**src/rtl/sed_pkg.sv**
```systemverilog
// Shared constants, payload types and control codes of the Sobel edge detector.
package sed_pkg;

    // Line buffer depth and the address width that follows from it.
    localparam int MAX_WIDTH = 2048;
    localparam int LINE_AW   = $clog2(MAX_WIDTH);

    // Field widths.
    localparam int PIX_W     = 8;
    localparam int COL_W     = 12;
    localparam int ROW_W     = 16;
    localparam int OUT_COL_W = 11;

    // Configuration port.
    localparam int PADDR_W = 3;
    localparam int PDATA_W = 32;

    // Shared multiplier and iterative square root.
    localparam int MUL_W      = 16;
    localparam int PROD_W     = 2 * MUL_W;
    localparam int RAD_W      = 34;
    localparam int ROOT_W     = RAD_W / 2;
    localparam int STEP_W     = $clog2(ROOT_W);
    localparam int REM_W      = ROOT_W + 1;
    localparam int GRAD_W     = 10;

    // Luma weights in Q0.16.
    localparam logic [MUL_W-1:0] W_RED   = 16'd19595;
    localparam logic [MUL_W-1:0] W_GREEN = 16'd38470;
    localparam logic [MUL_W-1:0] W_BLUE  = 16'd7471;

    localparam logic [PIX_W-1:0] PIX_MAX = 8'd255;

    typedef enum logic {
        REG_IMAGE_WIDTH  = 1'b0,
        REG_IMAGE_HEIGHT = 1'b1
    } reg_idx_t;

    typedef struct packed {
        logic [PIX_W-1:0] red;
        logic [PIX_W-1:0] green;
        logic [PIX_W-1:0] blue;
    } pixel_t;

    typedef struct packed {
        logic [PIX_W-1:0]     edge_value;
        logic [OUT_COL_W-1:0] column;
        logic [ROW_W-1:0]     row;
        logic                 frame_done;
    } result_t;

    typedef struct packed {
        logic [COL_W-1:0] image_width;
        logic [ROW_W-1:0] image_height;
        logic             restart;
    } cfg_t;

    typedef struct packed {
        logic             start;
        logic [RAD_W-1:0] radicand;
    } sqrt_req_t;

    typedef struct packed {
        logic              done;
        logic [ROOT_W-1:0] root;
    } sqrt_rsp_t;

    typedef enum logic [2:0] {
        ST_IDLE,
        ST_GRAY_MUL,
        ST_GRAY_ROOT,
        ST_GRAD,
        ST_MAG_MUL,
        ST_MAG_ROOT,
        ST_FINISH
    } state_t;

    typedef enum logic [2:0] {
        PH_SQ_R,
        PH_WT_R,
        PH_SQ_G,
        PH_WT_G,
        PH_SQ_B,
        PH_WT_B,
        PH_ROOT
    } phase_t;

    typedef enum logic [1:0] {
        ACC_HOLD,
        ACC_LOAD,
        ACC_ADD
    } acc_op_t;

endpackage

```
**src/rtl/sed_cfg_regs.sv**
```systemverilog
// Configuration registers of the Sobel edge detector behind a simple APB-style port.
module sed_cfg_regs import sed_pkg::*; (
    input  logic               aclk,
    input  logic               aresetn,
    input  logic               psel,
    input  logic               penable,
    input  logic               pwrite,
    input  logic [PADDR_W-1:0] paddr,
    input  logic [PDATA_W-1:0] pwdata,
    output logic [PDATA_W-1:0] prdata,
    output logic               pready,
    output cfg_t               cfg
);

    logic [COL_W-1:0] width_reg;
    logic [ROW_W-1:0] height_reg;
    logic             wr_en;
    reg_idx_t         idx;

    assign wr_en  = psel && penable && pwrite;
    assign idx    = reg_idx_t'(paddr[2]);
    assign pready = 1'b1;

    always_ff @(posedge aclk) begin
        if (!aresetn) begin
            width_reg  <= '0;
            height_reg <= '0;
        end else if (wr_en) begin
            unique case (idx)
                REG_IMAGE_WIDTH:  width_reg  <= pwdata[COL_W-1:0];
                REG_IMAGE_HEIGHT: height_reg <= pwdata[ROW_W-1:0];
                default: ;
            endcase
        end
    end

    always_comb begin
        unique case (idx)
            REG_IMAGE_WIDTH:  prdata = PDATA_W'(width_reg);
            REG_IMAGE_HEIGHT: prdata = PDATA_W'(height_reg);
            default:          prdata = '0;
        endcase
    end

    // Any write restarts the frame in the same cycle as the register update.
    assign cfg.image_width  = width_reg;
    assign cfg.image_height = height_reg;
    assign cfg.restart      = wr_en;

endmodule

```
**config.mk**
```make
export PLATFORM = sky130hd
export DESIGN_NAME = sed_cfg_regs
export DESIGN_NICKNAME = d
export VERILOG_FILES = /design/src/rtl/sed_pkg.sv /design/src/rtl/sed_cfg_regs.sv
export SDC_FILE = /design/constraint.sdc
export NUM_CORES = 1
export LEC_CHECK = 0
export ABC_AREA = 1
export BUFFER_PORTS_ARGS = -buffer_cell sky130_fd_sc_hd__clkbuf_2
export CAP_MARGIN = 40
export CORE_ASPECT_RATIO = 0.9
export CORE_MARGIN = 1.5
export CORE_UTILIZATION = 25
export CTS_CLUSTER_SIZE = 10
export DETAILED_ROUTE_END_ITERATION = 10
export GPL_TIMING_DRIVEN = 0
export PLACE_DENSITY = 0.51
export SKIP_CTS_REPAIR_TIMING = 1
export SYNTH_ARGS = -nofsm -noshare
export SYNTH_HDL_FRONTEND = slang
export SYNTH_SLANG_ARGS = --single-unit
```
**constraint.sdc**
```tcl
create_clock -name aclk -period 1.01 [get_ports aclk]
set_clock_uncertainty 0.15 [all_clocks]
set_input_delay 0.0505 -clock aclk [delete_from_list [all_inputs] [get_ports aclk]]
set_output_delay 0.0505 -clock aclk [all_outputs]
set_load 0.02 [all_outputs]
```
# ---- Word level (Yosys, flattened, before mapping)
# Cells that the tools add are included.
dict set report totals {
  register_bits 28
  inputBits 40
  out_inout_bits 62
  wordCells 8
}
dict set report classes {
  bitwise_logic 1
  muxes 1
  n_reduce_logical 4
}
# operator n
set ops {}
lappend ops {{one-hot mux 32 bit (2 select lines)} 1}
lappend ops {{AND reduction 2 bit} 2}
lappend ops {{logical AND 1 bit} 2}
lappend ops {{inverter 1 bit} 1}

# ---- Depth between registers and ports, before layout
dict set report logic_depth {
  ltp_word 3
  ltp_mapped 7
  ltp_nobuf 5
}

# ---- Worst setup path after synthesis
# OpenSTA, ideal clock, no wires.
dict set report synth_timing {
  kind {input -> register}
  startpoint {in paddr[2]}
  endpoint {reg width_reg[0]}
  path_buffers 2
  setup_time_ns 0.113
  required_time_ns 0.747
  arrival_time_ns 0.647
  slack_ns 0.101
  cell_stages 6
  cell_sequence {buf_4 -> inv_4 -> buf_2 -> nand3_1 -> nand2_1 -> nor2_1}
}
dict set report synth_via {
  elab_chain_cells 2
}
# element line
set synth_lines {}
lappend synth_lines {{start, declared} sed_cfg_regs.sv:8} ;# input logic [PADDR_W-1:0] paddr,
lappend synth_lines {{inverter 1 bit (no line)} --}
lappend synth_lines {{AND reduction 2 bit (no line)} --}
lappend synth_lines {{end signal, assigned} sed_cfg_regs.sv:30} ;# REG_IMAGE_WIDTH: width_reg <= pwdata[COL_W-1:0];
lappend synth_lines {{end, declared} sed_cfg_regs.sv:15} ;# logic [COL_W-1:0] width_reg;
# Every way passes these cells.
# A chain may end at the register's enable or synchronous reset.

# ---- Worst setup path in the final report
dict set report layout_timing {
  startpoint {reg height_reg[6]}
  endpoint {out prdata[6]}
}
dict set report layout_via {
  elab_chain_cells 1
}
# element line
set layout_lines {}
lappend layout_lines {{start, declared} sed_cfg_regs.sv:16} ;# logic [ROW_W-1:0] height_reg;
lappend layout_lines {{start signal, assigned} sed_cfg_regs.sv:31} ;# REG_IMAGE_HEIGHT: height_reg <= pwdata[ROW_W-1:0];
lappend layout_lines {{one-hot mux 32 bit (2 select lines)} sed_cfg_regs.sv:38} ;# unique case (idx)
lappend layout_lines {{end, declared} sed_cfg_regs.sv:10} ;# output logic [PDATA_W-1:0] prdata,
# Every way passes these cells. The select of a mux whose other input is x is not followed.

==> results.cfg <==
[outcome]
status = finished, violations left
violations = negative hold slack, negative setup slack

[global_route]
grt_max_degree = 16
grt_usage_pct = 13.4
grt_first_pass_wirelength_um = 7140
overflow = 0
grt_antenna_before_repair = 0
first_global_vias = 1485

[yosys]
yosys_most_used_dff = dfxtp_1
synth_enable_flop_cells = 0
synth_area_leaders = dfxtp_1 (35%), nand2_1 (16%), buf_4 (9.9%)
yosysSeqAreaShare_pct = 35.1
synth.top_cell.area_share_pct = 35.1
async_flop_share_pct = 0
synth_top_cell_by_area = dfxtp_1
synth-seq-cells = 28
synth.cell_area_um2 = 1600
ys_warn_count = 0
avgSynthCellArea_um2 = 6.63
synthCells = 241
synthTopCellsByCount = nand2_1 (69), nor2_1 (36), dfxtp_1 (28), nand3_1 (28)
synth.most_common_cell = nand2_1
synth_cell_types = 16

[route]
ant_nets = 0
drt_iter0_drc = 64
wl_per_cell_um = 11.0
vias = 1679
dr.pass1.iters = 4
drt_wl_total_um = 4810
viasPerCell = 3.84
drc = 0

[floorplan]
core_um2 = 6150
initial_utilization_pct = 26.0
die_h_um = 78.9
ioPinCount = 102
num_rows = 27
dieArea_um2 = 6890
die-width_um = 87.3

[critical_path]
required_ns = 0.81
end_kind = output port
crit_fanout = 3
path_common_cell = nand2_1
critPathKind = reg2out
cp.arrival_ns = 0.89
crit_chain = nand2_1 > nand2_1 > buf_6
startpoint_type = flop
r2r_cells = 3
critPathMaxStageDelay_ns = 0.36
cp_slowest_cell = dfxtp_2

[place]
globalplace.congestion = 0.757
placed_area_um2 = 2080
portBuffers = 64
place.detailed.hpwl_um = 3270

[cells_and_area]
fill_cells = 689
multi_input_area_um2 = 786
nets = 391
largest_reg_flops = 16
syn_to_final_growth_pct = 63.6
antenna_cells = 0
drive_gt1_share_pct = 48.6
stdcell_area_um2 = 2620
regArea_um2 = 598

[pwr]
power.leakage_nw = 1.40
seq_power_share_pct = 45.8
p_total_mw = 2.57
internal-power_mw = 1.81
p_comb_share_pct = 26.8
p_switching_mw = 0.764
ir_drop_uv = 439
power.share.clock_pct = 27.4
power.density_nw_per_um2 = 984
switching_share_pct = 29.7

[min_path]
hold_class = in2reg
holdPathStages = 5

[timing]
setup-violations-final = 25
period_needed_ns = 1.09
relSlewSlack_pct = 62.6
fin_ws_ns = -0.0807
grt_setup_unrepaired = yes
hold_violations = 6
slew_violations = 0
worstMarginPinSlew_ns = 0.561
fin_crit_sh_pct = 108
clock.fmax_mhz = 917
hold_ws_ns = -0.0526

[clock_tree]
insertion_delay_ns = 0.27
clock_path_buffers = 2
cts_made_buffers = 3
clock_sinks = 28
cts-root-buf = clkbuf_8
cts_tree = yes
clk_transition_reported_paths_ns = 0.10
htreeDepth = 1

[flow_run]
maxCapViolations = 0
## power by group through the flow
| stage | Clock (mW) | Combinational (mW) | Sequential, mW |
|---|---|---|---|
| finish | 0.706 | 0.689 | 1.18 |
| global placement | 0 | 0.560 | 1.20 |
| floorplan | 0 | 0.356 | 1.24 |
| global route | 0.786 | 0.753 | 1.19 |
| CTS | 0.744 | 0.562 | 1.17 |
| detailed placement | 0 | 0.562 | 1.20 |
## cells by family after synthesis
family        after synthesis  synth area share [%]
simple gates              157                  44.2
other cells                 2                 0.470
flops                      28                  35.1
buf+inv                    54                  20.3
## cell usage in the layout (no fill, tap or decap), drive strengths merged
cell         netlist  final
nand3             29     29
dfxtp             28     28
buf               32     86
nor2              59     59
clkbuf             0     25
inv               22     22
nand2             69     69
dlygate4sd3        0     15
conb               2     17
## critical path: cells and delay by family (launching register included)
kind	cells	cell delay, ns
buffers and inverters	1	0.12
flip-flops	1	0.36
AND/OR/NAND/NOR	2	0.14
## metal layers
| layer | global-route usage, % | wire [um] | vias to the layer above | share of wire [%] |
|---|---|---|---|---|
| met5 | 0 | 0 | - | 0 |
| met4 | 2.86 | 37 | 0 | 0.77 |
| met3 | 2.81 | 241 | 4 | 5.0 |
| met2 | 21.2 | 2260 | 52 | 47 |
| met1 | 18.7 | 2280 | 716 | 47 |
| li1 | - | - | 907 | - |
## final cells by class
cell class	count	share of cell area, %
Sequential cell	28	22.9
Tap cell	87	4.16
Buffer	32	9.47
Inverter	22	3.25
Clock buffer	4	2.10
Timing Repair Buffer	90	28.1
Multi-Input combinational cell	174	30.0
## metrics by stage
step / hold WS (ns) / worst slack, ns / std cells / TNS [ns] / utilization [%]
2_1_floorplan: 0.120 / 0.101 / 256 / 0 / -
3_3_place_gp: 0.211 / -0.143 / 407 / -3.05 / 33.9
3_5_place_dp: 0.210 / -0.128 / 407 / -3.24 / 33.9
4_1_cts: -0.0958 / -0.171 / 411 / -3.31 / 34.8
5_1_grt: -0.00636 / -0.140 / 437 / -2.58 / 42.6
6_report: -0.0526 / -0.0807 / 437 / -1.15 / 42.6
## final timing paths
| kind | startpoint | end | slack [ns] |
|---|---|---|---|
| min | pwdata[12] | height_reg[12]$_SDFFE_PN0P_ | -0.05 |
| min reg2reg | height_reg[1]$_SDFFE_PN0P_ | height_reg[1]$_SDFFE_PN0P_ | 0.35 |
| max | height_reg[6]$_SDFFE_PN0P_ | prdata[6] | -0.08 |
| max reg2reg | height_reg[14]$_SDFFE_PN0P_ | height_reg[14]$_SDFFE_PN0P_ | 0.15 |
Power figures use the tool's default switching activity.
