===== config.mk =====
export PLATFORM = sky130hd
export DESIGN_NAME = sed_isqrt
export DESIGN_NICKNAME = d
export VERILOG_FILES = /design/src/rtl/sed_pkg.sv /design/src/rtl/sed_isqrt.sv
export SDC_FILE = /design/constraint.sdc
export NUM_CORES = 1
export LEC_CHECK = 0
export ABC_CLOCK_PERIOD_IN_PS = 3040
export BUFFER_PORTS_ARGS = -buffer_cell sky130_fd_sc_hd__buf_2
export CAP_MARGIN = 30
export CORE_MARGIN = 2
export CORE_UTILIZATION = 63
export CTS_BUF_LIST = sky130_fd_sc_hd__clkbuf_8
export DETAILED_ROUTE_END_ITERATION = 10
export PLACE_DENSITY = 0.93
export SYNTH_ARGS = -nofsm -noshare
export SYNTH_HDL_FRONTEND = slang
export SYNTH_SLANG_ARGS = --single-unit

===== constraint.sdc =====
create_clock -name aclk -period 3.04 [get_ports aclk]
set_input_delay 0.76 -clock aclk [delete_from_list [all_inputs] [get_ports aclk]]
set_output_delay 0.76 -clock aclk [all_outputs]
set_load 0.05 [all_outputs]

===== src/rtl/sed_pkg.sv =====
// Shared constants, payload types and control codes of the Sobel edge detector.
package sed_pkg;

    // Line buffer depth and the address width that follows from it.
    localparam int MAX_WIDTH = 2048;
    localparam int LINE_AW   = $clog2(MAX_WIDTH);

    // Field widths.
    localparam int PIX_W     = 8;
    localparam int COL_W     = 12;
    localparam int ROW_W     = 16;
    localparam int OUT_COL_W = 11;

    // Configuration port.
    localparam int PADDR_W = 3;
    localparam int PDATA_W = 32;

    // Shared multiplier and iterative square root.
    localparam int MUL_W      = 16;
    localparam int PROD_W     = 2 * MUL_W;
    localparam int RAD_W      = 34;
    localparam int ROOT_W     = RAD_W / 2;
    localparam int STEP_W     = $clog2(ROOT_W);
    localparam int REM_W      = ROOT_W + 1;
    localparam int GRAD_W     = 10;

    // Luma weights in Q0.16.
    localparam logic [MUL_W-1:0] W_RED   = 16'd19595;
    localparam logic [MUL_W-1:0] W_GREEN = 16'd38470;
    localparam logic [MUL_W-1:0] W_BLUE  = 16'd7471;

    localparam logic [PIX_W-1:0] PIX_MAX = 8'd255;

    typedef enum logic {
        REG_IMAGE_WIDTH  = 1'b0,
        REG_IMAGE_HEIGHT = 1'b1
    } reg_idx_t;

    typedef struct packed {
        logic [PIX_W-1:0] red;
        logic [PIX_W-1:0] green;
        logic [PIX_W-1:0] blue;
    } pixel_t;

    typedef struct packed {
        logic [PIX_W-1:0]     edge_value;
        logic [OUT_COL_W-1:0] column;
        logic [ROW_W-1:0]     row;
        logic                 frame_done;
    } result_t;

    typedef struct packed {
        logic [COL_W-1:0] image_width;
        logic [ROW_W-1:0] image_height;
        logic             restart;
    } cfg_t;

    typedef struct packed {
        logic             start;
        logic [RAD_W-1:0] radicand;
    } sqrt_req_t;

    typedef struct packed {
        logic              done;
        logic [ROOT_W-1:0] root;
    } sqrt_rsp_t;

    typedef enum logic [2:0] {
        ST_IDLE,
        ST_GRAY_MUL,
        ST_GRAY_ROOT,
        ST_GRAD,
        ST_MAG_MUL,
        ST_MAG_ROOT,
        ST_FINISH
    } state_t;

    typedef enum logic [2:0] {
        PH_SQ_R,
        PH_WT_R,
        PH_SQ_G,
        PH_WT_G,
        PH_SQ_B,
        PH_WT_B,
        PH_ROOT
    } phase_t;

    typedef enum logic [1:0] {
        ACC_HOLD,
        ACC_LOAD,
        ACC_ADD
    } acc_op_t;

endpackage


===== src/rtl/sed_isqrt.sv =====
// Iterative integer square root, one result bit per cycle.
module sed_isqrt import sed_pkg::*; (
    input  logic      aclk,
    input  logic      aresetn,
    input  sqrt_req_t req,
    output sqrt_rsp_t rsp
);

    localparam logic [STEP_W-1:0] LAST_STEP = STEP_W'(ROOT_W - 1);

    logic [RAD_W-1:0]  rad_reg;
    logic [REM_W-1:0]  rem_reg;
    logic [ROOT_W-1:0] root_reg;
    logic [STEP_W-1:0] cnt_reg;
    logic              busy_reg;
    logic              done_reg;

    logic [REM_W+1:0]  rem_sh;
    logic [REM_W+1:0]  trial;
    logic              fits;

    assign rem_sh = {rem_reg, rad_reg[RAD_W-1 -: 2]};
    assign trial  = (REM_W+2)'({root_reg, 2'b01});
    assign fits   = rem_sh >= trial;

    always_ff @(posedge aclk) begin
        if (!aresetn) begin
            busy_reg <= 1'b0;
            done_reg <= 1'b0;
            cnt_reg  <= '0;
        end else begin
            done_reg <= 1'b0;
            if (req.start && !busy_reg) begin
                busy_reg <= 1'b1;
                cnt_reg  <= '0;
            end else if (busy_reg) begin
                cnt_reg <= cnt_reg + 1'b1;
                if (cnt_reg == LAST_STEP) begin
                    busy_reg <= 1'b0;
                    done_reg <= 1'b1;
                end
            end
        end
    end

    always_ff @(posedge aclk) begin
        if (req.start && !busy_reg) begin
            rad_reg  <= req.radicand;
            rem_reg  <= '0;
            root_reg <= '0;
        end else if (busy_reg) begin
            rad_reg <= {rad_reg[RAD_W-3:0], 2'b00};
            if (fits) begin
                rem_reg  <= REM_W'(rem_sh - trial);
                root_reg <= {root_reg[ROOT_W-2:0], 1'b1};
            end else begin
                rem_reg  <= rem_sh[REM_W-1:0];
                root_reg <= {root_reg[ROOT_W-2:0], 1'b0};
            end
        end
    end

    assign rsp.done = done_reg;
    assign rsp.root = root_reg;

    a_done_idle: assert property (@(posedge aclk) disable iff (!aresetn)
        done_reg |-> !busy_reg)
        else $error("root reported while the unit is still iterating");

    a_start_loads: assert property (@(posedge aclk) disable iff (!aresetn)
        req.start && !busy_reg |=> busy_reg && cnt_reg == '0)
        else $error("start did not launch a fresh root");

    a_last_done: assert property (@(posedge aclk) disable iff (!aresetn)
        busy_reg && cnt_reg == LAST_STEP |=> done_reg && !busy_reg)
        else $error("root not reported after its last step");

endmodule


* Yosys cells after proc, flatten, opt, wreduce, memory -nomap -nowiden
Index checks and enable logic that the tools add are counted.
Operators by class: add/subtract/negate cells 2, $lt $le $gt $ge 1, equality and inequality tests 1, multiplexer cells 8, bitwise gates (word level) 2, reduce and logical (&&, ||, !) cells 5
Operators with widths (number):
- 34-bit two-way mux | 2
- 20-bit by 19-bit greater-or-equal comparator with 1-bit output | 1
- 18-bit two-way mux | 1
- 18-bit subtractor | 1
- 5-bit by 1-bit adder with 5-bit output, second input constant | 1
- 5-bit equality test, second input constant | 1
- 1-bit two-way mux | 5
- 3-bit OR reduction | 1
- 1-bit NOT | 2
- 2-bit nonzero test | 1
- 2-bit OR reduction | 1
- 1-bit logical AND | 1
- 1-bit logical NOT | 1
Word-level totals: flip-flop bits (word level) 76, bits of input ports 37, output and inout bits 18, logic and storage cells 25

* Depth between registers and ports, before layout
depth after elaboration 4, gate-level depth with buffers 12, depth with buffers taken out 9

* Worst setup path after synthesis
Ideal clock, no wire load.
kind register -> register, start register root_reg[1], end register rem_reg[14], setup time 0.122 ns, arrival time 2.356 ns, required time 2.918 ns, path slack 0.563 ns, stages on the path, launching flop included 11, buffers on the path 1, clock period less this slack 2.477 ns, cell sequence dfxtp_1 > inv_1 > ha_1 > o211ai_1 > a21oi_2 > o21ai_2 > o21ai_2 > o2bb2ai_2 > buf_6 > nor3_1 > a221o_1
Between the ends: longest elaborated chain between the ends 2, elaborated cells on any way between the ends 3, those cells by class add/sub: 1; order compare: 1; mux: 1
Ends and longest elaborated chain:
- from (decl) | line sed_isqrt.sv:13 | logic [ROOT_W-1:0] root_reg;
- from (signal assigned) | line sed_isqrt.sv:55 | root_reg <= {root_reg[ROOT_W-2:0], 1'b1};
- from (signal assigned) | line sed_isqrt.sv:58 | root_reg <= {root_reg[ROOT_W-2:0], 1'b0};
- 18-bit subtractor or 20-bit by 19-bit greater-or-equal comparator with 1-bit output (tied branches) | line sed_isqrt.sv:54, sed_isqrt.sv:24
- 18-bit two-way mux * | line sed_isqrt.sv:53 | if (fits) begin
- to (signal assigned) | line sed_isqrt.sv:54 | rem_reg <= REM_W'(rem_sh - trial);
- to (signal assigned) | line sed_isqrt.sv:57 | rem_reg <= rem_sh[REM_W-1:0];
- to (decl) | line sed_isqrt.sv:12 | logic [REM_W-1:0] rem_reg;
Every way passes the cells marked *; elsewhere a longest branch is shown, timed or not. A chain may end at the register's enable or synchronous reset.

* Worst setup path in the final report
start register root_reg[1], end register rem_reg[17]
Same word-level chain as after synthesis.

==> results.py <==
metrics = {
    "cts": {
        "clk_latency_ns": 0.36,
        "clock_path_buffers": 2,
        "numCtsBuffers": 9,
        "cts.clk_slew.worst_paths_ns": 0.08,
        "cts_tree": "yes",
        "hold_buffers": 0,
        "clock-root-buffer": "clkbuf_8",
        "postCtsSetupBuffers": 0,
        "cts_resized": 0,
        "h-tree-depth": 3,
        "clkSinkCount": 76,
    },
    "detailed_routing": {
        "ant_nets": 0,
        "wirelength_mm": 8.40,
        "drt-pass1-iter-count": 5,
        "drt_iter0_markers": 380,
        "wl_met2_mm": 4.25,
        "via_per_inst": 6.07,
        "vias": 3009,
        "dr.max_layer_used": "met4",
        "post_drt_wl_per_cell_um": 16.9,
        "drt-met1-wl_mm": 3.48,
        "wl_met3_um": 500,
        "post-route-drc-count": 0,
    },
    "place": {
        "dp.cells": 480,
        "gp_congestion": 0.946,
        "dpl_cell_area_mm2": 0.00422,
        "dp.final_hpwl_mm": 5.84,
        "numPortBuffers": 54,
    },
    "finish": {
        "finalNonFillerCells": 496,
        "stdcell_area_mm2": 0.00442,
        "nets": 474,
        "largest_reg_flops": 34,
        "drive_gt1_share_pct": 28.5,
        "antenna_cells": 0,
        "area_growth_pct": 13.1,
        "fill_cells": 384,
    },
    "setup_path": {
        "critPathCaptureType": "flip-flop",
        "cp_max_fo": 6,
        "arrival_ns": 2.77,
        "cp.required_ns": 3.28,
        "critPathKind": "flip-flop to flip-flop",
        "worstSetupStartpointType": "flip-flop",
    },
    "power_and_ir_drop": {
        "p_leak_uw": 0.00176,
        "pwr-share-clk_pct": 20.4,
        "swShare_pct": 39.5,
        "p_switching_uw": 1520,
        "pwr_density_cell_mw_per_mm2": 871,
        "p_int_uw": 2330,
        "power_frac_comb_pct": 45.1,
        "ir_worst_vdd_mv": 0.636,
        "power.share.sequential_pct": 34.5,
    },
    "sta": {
        "max_freq_mhz": 396,
        "relSlewSlack_pct": 68.7,
        "tightest_slew_ns": 0.470,
        "hold_viol_final": 0,
        "finalSetupTns_ns": 0,
        "min_period_ns": 2.52,
        "setup_viol": 0,
        "fin_worst_skew_ns": 0.00941,
        "fin_crit_sh_pct": 83.0,
        "rsz0062_at_grt": "false",
        "drv_slew": 0,
    },
    "floorplan": {
        "io_pins": 55,
        "rows": 28,
        "die_area_mm2": 0.00685,
        "fp.coreArea_mm2": 0.00596,
        "die_y_um": 82.8,
        "die_x_um": 82.8,
        "start_util_pct": 65.6,
    },
    "logic_synthesis": {
        "ys_warn_count": 0,
        "synthDominantCellAreaShare_pct": 26.1,
        "ys.flop_type": "dfxtp_1",
        "netlist_area_mm2": 0.00391,
        "syn_nets": 423,
        "syn_avg_cell_area_um2": 10.7,
        "synth-edff-count": 34,
        "synth_cells": 365,
        "synth_largest_area_cell": "edfxtp_1",
        "synthTopCellsByArea": "edfxtp_1, dfxtp_1, mux2_2",
        "synth_seq_cells": 76,
        "synth_cell_type_count": 49,
        "yosysSeqAreaShare_pct": 47.6,
        "synthArstFlopShare_pct": 0,
    },
    "global_routing": {
        "overflow": 0,
        "grt_pass1_vias": 2872,
        "grt_max_degree": 48,
        "antenna_found_initial": 0,
        "grt_pass1_wl_mm": 13.7,
        "gr-usage-all-layers_pct": 27.0,
    },
    "hold_path": {
        "hold_class": "flip-flop to flip-flop",
    },
    "outcome": {
        "outcome": "finished, final reports clean",
    },
    "run": {
        "cap_violations": 0,
    },
}
worst paths after layout:
check,startpoint,to,slack [ns],depth (start not counted)
hold / removal,root_reg[7]$_SDFFE_PP0P_,root_reg[8]$_SDFFE_PP0P_,0.49,2
setup reg to reg,root_reg[1]$_SDFFE_PP0P_,rem_reg[17]$_SDFFE_PP0P_,0.52,9
hold reg to reg,root_reg[7]$_SDFFE_PP0P_,root_reg[8]$_SDFFE_PP0P_,0.49,2
setup / recovery,root_reg[1]$_SDFFE_PP0P_,rem_reg[17]$_SDFFE_PP0P_,0.52,9
metrics by stage:
stage / util (%) / setup WS [ns] / hold WS [ns] / power (uW)
final: 74.2 / 0.515 / 0.487 / 3850
after global routing: 74.2 / 0.347 / 0.509 / 4060
after CTS: 74.2 / 0.572 / 0.480 / 3820
after detailed placement: 70.9 / 0.602 / 0.469 / 3010
after global placement: 70.9 / 0.704 / 0.454 / 2930
after floorplan: - / 0.563 / 0.440 / 2720
cell type report:
type | count | area, um^2 | share of cell area (%)
multi-input cells | 240 | 1840 | 41.6
clock buffers | 9 | 124 | 2.80
inverters | 28 | 105 | 2.38
clock inverters | 7 | 75.1 | 1.70
well taps | 75 | 93.8 | 2.12
repair buffers | 61 | 323 | 7.30
flip-flops and latches | 76 | 1860 | 42.1
critical path, stage by stage (launching register included):
cell and delay, ns:
dfxtp_1 0.35, inv_1 0.07, ha_1 0.40, a211oi_1 0.27, a21oi_1 0.19, o2111ai_2 0.29
o21ai_2 0.13, a311oi_1 0.35, xor2_1 0.26, o21ai_1 0.10
synthesized netlist by cell type (2+ instances only):
master	number
nor2_1	12
nand4_1	4
a21oi_2	2
mux2_2	32
o211ai_1	2
a21o_1	3
buf_4	2
a311oi_1	2
nand3_1	10
nand2b_1	5
a21oi_1	12
buf_2	3
dfxtp_1	42
inv_1	28
buf_1	5
a211oi_1	2
xnor2_1	9
a32oi_1	7
edfxtp_1	34
mux2i_1	3
buf_6	2
clkbuf_1	8
ha_1	21
and2_1	2
nand2_1	35
o21ai_0	7
and3_1	3
a31oi_1	3
nor2b_1	3
o31ai_1	20
o21ai_1	2
o21ai_2	4
xor2_1	11
nor3_1	3
o311ai_0	8
per-layer routing:
layer / GRT usage, % / vias to the layer above
met4: 12.3 / 0
li1: - / 1449
met1: 32.5 / 1424
met2: 45.6 / 119
met5: 0 / -
met3: 6.52 / 17
logic make-up after synthesis:
| group | Yosys count | share of synthesized area, % |
|---|---|---|
| adders and majority gates | 21 | 6.72 |
| xor gates and xnor gates | 20 | 4.48 |
| AOI/OAI and AO/OA | 85 | 16.3 |
| and+or+nand+nor | 79 | 9.44 |
| buffers and inverters | 49 | 5.41 |
| DFF | 76 | 47.6 |
| muxes | 35 | 9.99 |
power groups by stage:
stage          sequential, uW  clock (uW)  combinational [uW]
6_report                 1330         785                1740
5_1_grt                  1340         829                1890
4_1_cts                  1330         791                1700
3_5_place_dp             1350           0                1670
3_3_place_gp             1340           0                1590
2_1_floorplan            1360           0                1360
placed cells by master (no fill, tap or decap), drive strengths merged, types with 2 or more instances in the layout:
cell type   n
ha         21
nor2       12
nand3      10
o31ai      20
o311ai      8
o21ai      13
nor2b       3
nor3        3
xor2       11
inv        31
and3        3
mux2i       3
mux2       32
and2        2
o2111ai     2
a31oi       3
o211ai      2
a211oi      3
nand2b      5
a311oi      2
a32oi       7
dfxtp      42
nand2      35
clkbuf      9
buf        61
nand4       5
xnor2       9
a21o        3
a21oi      14
clkinvlp    2
edfxtp     34
Power figures use the tool's default switching activity.
